File: src/sv/scp_ram.sv
`default_nettype none

module scp_ram #(
  parameter int WIDTH = 8,
  parameter int DEPTH = 32
) (
  input  wire logic                                        clk,
  input  wire logic                                        wr_en,
  input  wire logic [((DEPTH > 1) ? $clog2(DEPTH) : 1)-1:0] wr_addr,
  input  wire logic [WIDTH-1:0]                            wr_data,
  input  wire logic                                        rd_en,
  input  wire logic [((DEPTH > 1) ? $clog2(DEPTH) : 1)-1:0] rd_addr,
  output logic      [WIDTH-1:0]                            rd_data
);

  logic [WIDTH-1:0] mem [DEPTH];

  always_ff @(posedge clk) begin
    if (wr_en) begin
      mem[wr_addr] <= wr_data;
    end
    if (rd_en) begin
      rd_data <= mem[rd_addr];
    end
  end

endmodule

`default_nettype wire

File: config.mk
export PLATFORM = sky130hd
export DESIGN_NAME = scp_ram
export DESIGN_NICKNAME = d
export VERILOG_FILES = /design/src/sv/scp_ram.sv
export SDC_FILE = /design/constraint.sdc
export NUM_CORES = 1
export LEC_CHECK = 0
export BUFFER_PORTS_ARGS = -buffer_cell sky130_fd_sc_hd__clkbuf_2
export CAP_MARGIN = 10
export CORE_UTILIZATION = 30
export DETAILED_ROUTE_END_ITERATION = 8
export HOLD_SLACK_MARGIN = 0.1
export PLACE_DENSITY = 0.42
export RECOVER_POWER = 25
export SETUP_SLACK_MARGIN = 0.5
export SYNTH_ARGS = -nofsm -noshare
export SYNTH_HDL_FRONTEND = slang
export SYNTH_SLANG_ARGS = --single-unit
File: constraint.sdc
create_clock -name clk -period 6 [get_ports clk]
set_clock_uncertainty 0.2 [all_clocks]
set_input_delay 0.9 -clock clk [delete_from_list [all_inputs] [get_ports clk]]
set_output_delay 0.9 -clock clk [all_outputs]
set_load 0.05 [all_outputs]
==> impl_metrics.json <==
{
  "status": "finished, violations left",
  "violations": "capacitance limit, slew limit",
  "vias": 4447,
  "register_area_mm2": 0.00793,
  "fp.dieH_um": 186,
  "overflow": 0,
  "yosysSeqAreaShare": 0.782,
  "path_class": "in -> reg",
  "cts-root-to-sink-buffers": 3,
  "vdd_ir_drop_max_uv": 176,
  "setup_viol": 0,
  "rsz0062_at_grt": "false",
  "period_share": 0.548,
  "finalHoldViolCount": 0,
  "ys_types": 14,
  "cts_setup_buffers": 0,
  "wl_per_cell_um": 24.9,
  "core_mm2": 0.0329,
  "grt_pass1_wl_mm": 33.7,
  "htreeDepth": 1,
  "antenna_found_initial": 0,
  "drive_gt1_frac": 0.331,
  "fin_util": 0.354,
  "via_per_inst": 4.81,
  "tns_ns": 0,
  "met2_usage": 0.213,
  "critPathArrivalTime_ns": 3.36,
  "p_per_area_mw_per_mm2": 336,
  "max_slew_margin": -0.0695,
  "maxSlewViolCount": 131,
  "max-cap-violations": 4,
  "critPathLaunchType": "input pin",
  "endpoint_kind": "flop",
  "grt_max_degree": 40,
  "cts_buffers": 28,
  "dp_hpwl_mm": 14.3,
  "ant_nets": 0,
  "rr_worst_depth": 3,
  "clk_latency_ns": 0.53,
  "netlist_area_mm2": 0.0101,
  "final_nets": 484,
  "cts_tree": "built",
  "gp_congestion": 0.702,
  "postCtsHoldBufs": 0,
  "insertedDiodeCount": 0,
  "nFillCells": 3075,
  "numPortBuffers": 28,
  "netlist_instances": 417,
  "syn_avg_cell_area_um2": 24.3,
  "ioPinCount": 29,
  "layout_min_cycle_time_ns": 3.29,
  "rows": 66,
  "ys_warn_count": 0,
  "drt-initial-drc-count": 331,
  "die_x_um": 186,
  "use_met3": 0.0235,
  "multi_input_area_mm2": 0.00210,
  "grt_usage": 0.140,
  "total_power_mw": 3.92,
  "grt.busiest_layer": "met2",
  "wl_mm": 23.0,
  "grt_pass1_vias": 4685,
  "worst_slew_pin_slew_ns": 1.60,
  "synthesis.nets": 438,
  "cp.required_ns": 6.08,
  "whs_path_depth": 1,
  "dieArea_mm2": 0.0345,
  "path_max_fanout": 39,
  "area_growth_pct": 14.9,
  "start_util": 0.308,
  "ctsResizeCount": 0,
  "leakage_nw": 3.55,
  "drtPass1Iterations": 4,
  "route.detailed.drc": 0,
  "root_buffer": "clkbuf_16",
  "fmax_mhz": 304,
  "synth_seq_cells": 264,
  "hp-class": "in -> reg",
  "cts_sinks": 264,
  "clkTransAtPathRegs_ns": 0.06,
  "worst_hold_slack_ns": 0.702,
  "use_met1": 0.209
}
==> state kept, by name (all words and copies together), names as in the netlist <==
signal   cells
mem        256
rd_data      8
==> cells in the mapped netlist <==
cell type	number	area share
nor2_1	33	0.012
buf_6	1	0.0011
buf_2	1	0.00049
or3_1	1	0.00062
mux2_2	8	0.0089
nand2_1	1	0.00037
mux4_2	80	0.18
or3b_2	3	0.0026
buf_1	6	0.0022
clkbuf_1	6	0.0022
nand3_1	2	0.00099
edfxtp_1	264	0.78
buf_4	6	0.0044
nand3b_1	5	0.0037
==> cell families after synthesis <==
| kind of cell | after synthesis | synth area share |
|---|---|---|
| DFF | 264 | 0.782 |
| muxes | 88 | 0.187 |
| and+or+nand+nor | 45 | 0.0205 |
| buffers and inverters | 20 | 0.0105 |
==> worst paths after layout <==
kind         startpoint          to  slack [ns]
max          rd_addr[0]  rd_data[3]        2.71
min               rd_en  rd_data[6]        0.70
max reg2reg  mem[15][3]  rd_data[3]        3.82
min reg2reg  mem[27][5]  rd_data[5]        0.79
==> critical path, stage by stage <==
cell    delay [ns]
buf_4         0.63
buf_4         0.43
mux4_2        0.56
mux4_2        0.54
mux2_2        0.29
==> per-stage QoR <==
| stage | worst slack, ns | area [um2] | std cells |
|---|---|---|---|
| 3_5_place_dp | 2.04 | 10800 | 875 |
| 6_report | 2.71 | 11600 | 925 |
| 4_1_cts | 2.62 | 11700 | 925 |
| 2_1_floorplan | 2.96 | 10100 | 417 |
| 3_3_place_gp | 2.05 | 10800 | 875 |
| 5_1_grt | 2.54 | 11600 | 925 |
==> power by group <==
| group | switching (mW) | internal, mW | leakage, nW | total, mW |
|---|---|---|---|---|
| Clock | 0.677 | 0.964 | 0.428 | 1.64 |
| Sequential | 0.00833 | 2.06 | 2.38 | 2.07 |
| Combinational | 0.129 | 0.0789 | 0.733 | 0.208 |
==> metal layers <==
layer  routed length, um  part of all wire
met5                   0                 0
met4                 287             0.012
met3                1490             0.065
met2               10600              0.46
met1               10600              0.46
==> placed cells by master (no fill, tap or decap) <==
cell,n
or3_1,1
mux2_2,8
clkinv_2,7
clkbuf_2,21
nand3_1,2
clkbuf_16,29
clkinv_1,4
nand3b_1,5
bufinv_16,2
clkinvlp_4,1
nand2_1,1
or3b_2,3
mux4_2,80
clkbuf_1,13
edfxtp_1,264
buf_4,9
nor2_1,33
==> cell type report <==
type                            count  area share
Clock buffer                       36      0.0646
Clock inverter                     14      0.0101
Multi-Input combinational cell    133       0.180
Sequential cell                   264       0.681
Tap cell                          442      0.0475
Timing Repair Buffer               36      0.0168
Note: power is estimated with default switching activity, not from simulation.
